**src/rtl/indexed_list_store_unit_macros.svh**
```systemverilog
// assertion macros for the list store rtl, included by indexed_list_store_unit.sv
`ifndef INDEXED_LIST_STORE_UNIT_MACROS_SVH
`define INDEXED_LIST_STORE_UNIT_MACROS_SVH

// same-cycle implication, checked out of reset
`define ILS_ASSERT_NOW(label, ante, cons) \
    label: assert property (@(posedge clk) disable iff (!rst_n) (ante) |-> (cons)) \
        else $error("ils check failed");

// next-cycle implication, checked out of reset
`define ILS_ASSERT_NEXT(label, ante, cons) \
    label: assert property (@(posedge clk) disable iff (!rst_n) (ante) |=> (cons)) \
        else $error("ils check failed");

`endif

```
**src/rtl/ils_pkg.sv**
```systemverilog
// ----------------------------------------------------------------------------
// ils_pkg
// shared codes, widths and the per-cell control bundle of the list store
// ----------------------------------------------------------------------------
package ils_pkg;

    localparam int DATA_W = 64;
    localparam int FUNC_W = 3;
    localparam int IDX_W  = 7;
    localparam int LEN_W  = 7;
    // wide enough for any position up to the largest supported capacity
    localparam int POS_W  = 11;

    typedef enum logic [FUNC_W-1:0] {
        OP_APPEND   = 3'd0,
        OP_READ     = 3'd1,
        OP_WRITE    = 3'd2,
        OP_INSERT   = 3'd3,
        OP_REMOVE   = 3'd4,
        OP_CLEAR    = 3'd5,
        OP_CONTAINS = 3'd6
    } op_t;

    typedef enum logic [1:0] {
        ST_OK    = 2'd0,
        ST_RANGE = 2'd1,
        ST_FULL  = 2'd2
    } status_t;

    typedef struct packed {
        logic              wr_en;
        logic              ins_en;
        logic              rem_en;
        logic [POS_W-1:0]  target;
        logic [POS_W-1:0]  len;
        logic [DATA_W-1:0] value;
    } cell_ctrl_t;

endpackage

```
**src/rtl/ils_cell.sv**
```systemverilog
// ----------------------------------------------------------------------------
// ils_cell
// one list slot: holds a word, shifts with its neighbors, reads and matches
// ----------------------------------------------------------------------------
module ils_cell
    import ils_pkg::*;
(
    input  logic              clk,
    input  cell_ctrl_t        ctrl,
    input  logic [POS_W-1:0]  pos,
    input  logic [DATA_W-1:0] prev_data,
    input  logic [DATA_W-1:0] next_data,
    output logic [DATA_W-1:0] data,
    output logic [DATA_W-1:0] rd_part,
    output logic              hit
);

    logic [DATA_W-1:0] data_reg;
    logic [DATA_W-1:0] data_next;
    logic              at_target;
    logic              above_target;

    assign at_target    = (pos == ctrl.target);
    assign above_target = (pos > ctrl.target);

    always_comb
    begin
        data_next = data_reg;
        priority if (ctrl.ins_en)
        begin
            if (above_target)
            begin
                data_next = prev_data;
            end
            else if (at_target)
            begin
                data_next = ctrl.value;
            end
        end
        else if (ctrl.rem_en)
        begin
            if (at_target || above_target)
            begin
                data_next = next_data;
            end
        end
        else if (ctrl.wr_en)
        begin
            if (at_target)
            begin
                data_next = ctrl.value;
            end
        end
        else
        begin
            data_next = data_reg;
        end
    end

    always_ff @(posedge clk)
    begin
        data_reg <= data_next;
    end

    assign data    = data_reg;
    assign rd_part = at_target ? data_reg : '0;
    // only slots inside the live list take part in the search
    assign hit     = (pos < ctrl.len) && (data_reg == ctrl.value);

endmodule

```
**config.mk**
```make
export PLATFORM = sky130hd
export DESIGN_NAME = ils_cell
export DESIGN_NICKNAME = d
export VERILOG_FILES = /design/src/rtl/indexed_list_store_unit_macros.svh /design/src/rtl/ils_pkg.sv /design/src/rtl/ils_cell.sv
export SDC_FILE = /design/constraint.sdc
export NUM_CORES = 1
export LEC_CHECK = 0
export BUFFER_PORTS_ARGS = -buffer_cell sky130_fd_sc_hd__buf_2
export CAP_MARGIN = 20
export CORE_AREA = 3 3 138 140
export CTS_BUF_LIST = sky130_fd_sc_hd__clkbuf_4
export DETAILED_ROUTE_END_ITERATION = 7
export DIE_AREA = 0 0 141 143
export PLACE_DENSITY = 0.72
export SYNTH_ARGS = -nofsm -noshare
export SYNTH_HDL_FRONTEND = slang
export SYNTH_SLANG_ARGS = --single-unit
```
**constraint.sdc**
```tcl
create_clock -name clk -period 6.5 [get_ports clk]
set_clock_uncertainty 0.1 [all_clocks]
set_input_delay 0.65 -clock clk [delete_from_list [all_inputs] [get_ports clk]]
set_output_delay 0.65 -clock clk [all_outputs]
set_load 0.05 [all_outputs]
```
* After elaboration in Yosys (flattened, before gate mapping) *
Cells that the tools add are included.

operators by class
  reduce and logical (&&, ||, !) cells = 4
  $lt $le $gt $ge = 2
  multiplexer cells = 7
  eq/ne operators = 3

operator list
  cell                                                   number
  two-way mux 64 bit                                     7
  equality test 64 bit                                   1
  equality test 11 bit                                   1
  > comparator 11 bit                                    1
  < comparator 11 bit                                    1
  inequality test 3 x 1 -> 1 bit, second input constant  1
  nonzero test 3 bit                                     1
  AND reduction 2 bit                                    1
  logical AND 1 bit                                      1
  logical OR 1 bit                                       1

storage, ports and cells
  register bits = 64

* Depth between registers and ports, before layout *
  word-level depth = 5
  mapped depth = 10
  gate-level depth less buffers = 7

* Worst setup path after synthesis *
Ideal clock, no wire load.

  path kind = input-to-reg
  from = input ctrl[84] (netlist bit)
  to = register data_reg[0] (netlist: data[0]) (enable)
  data arrival time = 4.815 ns
  data required time = 5.901 ns
  setup slack = 1.086 ns
  library setup time = 0.499 ns
  buffers on the path = 2
  stages on the path = 8
  cell sequence = inv_1 ha_1 nand3_1 nor4_1 buf_2 buf_4 and3b_1 o21bai_1

between the ends
  cells in the longest elaborated chain, start to end = 4
  elaborated cells on any way between the ends = 5
  those cells by class = order compare (1); eq/ne (2); reduce/logical (2)

RTL lines
  what                                                                line                            text
  from (decl)                                                         ils_cell.sv:9                   input cell_ctrl_t ctrl,
  > comparator 11 bit / equality test 11 bit (equally long branches)  ils_cell.sv:24, ils_cell.sv:23
  logical OR 1 bit *                                                  ils_cell.sv:42                  if (at_target || above_target)
  inequality test 3 x 1 -> 1 bit (no source line) *                   -
  AND reduction 2 bit (no source line) *                              -
  to (signal assigned)                                                ils_cell.sv:62                  data_reg <= data_next;
  to (decl)                                                           ils_cell.sv:18                  logic [DATA_W-1:0] data_reg;

Every way passes the cells marked *; elsewhere a longest branch is shown, timed or not.
A chain may end at the register's enable or synchronous reset.

* Final worst setup path *
  from = input pos[9]
  to = output rd_part[51]

between the ends
  cells in the longest elaborated chain, start to end = 2

RTL lines
  what                  line            text
  from (decl)           ils_cell.sv:10  input logic [POS_W-1:0] pos,
  equality test 11 bit  ils_cell.sv:23  assign at_target = (pos == ctrl.target);
  two-way mux 64 bit    ils_cell.sv:66  assign rd_part = at_target ? data_reg : '0;
  to (decl)             ils_cell.sv:14  output logic [DATA_W-1:0] rd_part,

No other way between the ends.

==> flow_summary.yaml <==
power_and_ir_drop:
  vdd.ir_drop.worst_mv: 0.115
  p_sw_share_pct: 44.6
  power.internal_mw: 0.968
  p_leak_nw: 3.76
  totalPowerFinal_mw: 1.75
  switchingPower_mw: 0.779
  pwr-share-seq_pct: 37.4
  powerDensity_nw_per_um2: 219
  comb_power_share_pct: 45.3
  clock_power_share_pct: 17.3
sta:
  slew_viol_final: 0
  tns_ns: 0
  fin_crit_ns: 3.81
  tightest_slew_ns: 0.940
  hold_viol: 0
  finalCritPeriodShare_pct: 58.6
  slew_headroom_pct: 37.1
  hold_slack_ns: 0.379
  fmaxAchievable_mhz: 263
  rsz0062_at_grt: "false"
  setup-violations-final: 0
  finalWorstSetupSlack_ns: 2.69
floorplanning:
  io-pin-count: 358
  die_w_um: 141
  fp-row-count: 49
  coreArea_um2: 18000
  start_util_pct: 33.0
  die_h_um: 143
  die_area_um2: 20200
clock_tree:
  post_cts_resized: 0
  cts_buffer_depth: 2
  clk_latency_ns: 0.42
  post_cts_buffers: 0
  cts.sinks: 64
  htreeDepth: 3
  cts-root-buf: "clkbuf_4"
  hold_buffers: 0
  tritoncts: "done"
  clk_pin_slew_ns: 0.13
  numCtsBuffers: 9
layout:
  largest_register_ffs: 64
  area_growth_pct: 34.7
  drive_gt1_share_pct: 46.8
  layout.nets: 1188
  final_util_pct: 44.5
global_routing:
  grt.total_usage_pct: 20.3
  overflow: 0
  grt_first_pass_wirelength_um: 31400
  antenna_found_initial: 3
  grt_max_degree: 130
  first_global_vias: 5491
yosys:
  synth_area_um2: 5930
  syn_inst: 600
  ys_ff_latch: 64
  synth.net_count: 850
  post-synth-top-count-cell: "inv_1"
  synth.top_cell.area_share_pct: 32.4
  yosys-top-cells-count: "inv_1, nand2_1, and2_1, edfxtp_1, mux2i_1"
  yosys.area.top_type: "edfxtp_1"
  yosys.cell_types.count: 36
  ys_warn_count: 0
  synth_edf_count: 64
  synth_flop_cell: "edfxtp_1"
  avgSynthCellArea_um2: 9.89
  yosys-top-cells-area: "edfxtp_1, o221ai_2, mux2i_1"
  async_flop_share_pct: 0
  ys_seq_area_share_pct: 32.4
worst_setup_path:
  crit_arrival_ns: 3.06
  path_max_fanout: 129
  r2r-start: "data[9]"
  cpPeakStageDelay_ns: 0.67
  crit_type: "in -> out"
  cp_data_required_time_ns: 5.75
  crit_family: "simple AND/OR/NAND/NOR gates"
  crit_path_top_delay_cell: "nor4_2"
  worst_setup_path_end_kind: "output pin"
  crit_start: "pos[9]"
  cp_cell_sequence: "buf_2 -> ha_1 -> nand3_1 -> nor4_2 -> buf_12 -> and2_1 -> buf_2"
  cpMostUsedCell: "buf_2"
  crit_path_start_kind: "primary input"
  crit_buf_inv: 3
min_path:
  min_from: "next_data[2]"
  worstHoldPathType: "in -> reg"
routing:
  routed_wl_um: 21600
  first_pass_iters: 4
  via_per_inst: 4.83
  vias: 5664
  drt_iter0_drc: 202
  ant_nets: 0
  drt-wirelength-per-cell_um: 18.4
  drc: 0
outcome:
  status: "finished clean"
placement:
  post-dp-hpwl_um: 17100
  pre_cts_slack_ns: 2.45
  portBuffers: 357
  gp_congestion: 0.913
flow_run:
  drv_cap: 0
-- tightest hold or removal path: cells and delay by family --
family                 cells  cell delay, ns
and+or+nand+nor            1            0.04
buffers and inverters      1            0.07
AOI/OAI and AO/OA          1            0.05
-- worst paths after layout --
path                 end  slack, ns  cells after the start
max          rd_part[51]       2.69                      7
min              data[2]       0.38                      3
max reg2reg      data[9]       5.20                      4
min reg2reg     data[13]       0.63                      2
-- cell families (layout without fill, tap and decap cells) --
family	after synthesis	after routing	synth area share [%]
AO/OA/AOI/OAI	91	91	18.7
XOR/XNOR	56	56	8.27
adder cells (fa/ha/maj)	21	21	4.43
buffers and inverters	130	471	10.3
flip-flops	64	64	32.4
multiplexers	61	61	10.3
other	0	2	0
AND/OR/NAND/NOR	177	177	15.5
-- layout by cell type (no fill, tap or decap), types with 2 or more instances in the layout --
cell type / n
nand2b_1: 4
ha_1: 21
buf_4: 5
and3_1: 2
xnor2_1: 45
mux2i_1: 61
a21o_1: 2
xor2_1: 11
clkinv_2: 2
edfxtp_1: 64
buf_2: 357
clkbuf_4: 9
nand2_1: 67
nand3_1: 6
o21bai_4: 2
bufinv_16: 2
inv_1: 94
o221ai_1: 7
a21oi_1: 10
and2_1: 64
nand4_1: 16
nor4_1: 6
a211oi_1: 3
diode_2: 2
nor2_1: 5
o22ai_1: 2
o221ai_2: 59
-- power groups by stage --
stage                     clock (mW)  sequential (mW)  combinational (mW)
after floorplan                    0            0.902               0.301
after global placement             0            0.661               0.791
after detailed placement           0            0.663               0.800
after CTS                      0.320            0.654               0.801
after global routing           0.333            0.667               0.849
final                          0.303            0.653               0.792
-- routing by layer --
metal / part of all wire [%] / global-route usage, % / vias to the layer above
li1: - / - / 2807
met1: 41 / 25.2 / 2570
met2: 49 / 34.4 / 253
met3: 7.7 / 5.12 / 32
met4: 2.7 / 7.29 / 2
met5: 0.060 / 0 / -
-- per-stage QoR --
| stage | instances | cell area (um^2) |
|---|---|---|
| final | 1172 | 7990 |
| after global routing | 1172 | 7990 |
| after CTS | 1170 | 7980 |
| after detailed placement | 1156 | 7840 |
| after global placement | 1156 | 7840 |
| after floorplan | 600 | 5930 |
-- area by class of cell --
cell class / count / area, um^2
multi-input combinational: 406 / 3440
inverter: 94 / 353
timing repair buffer: 363 / 1840
fill: 1781 / 9980
tap: 229 / 287
sequential: 64 / 1920
clock buffer: 9 / 67.6
antenna: 2 / 5.00
clock inverter: 5 / 73.8
Power figures use the tool's default switching activity.
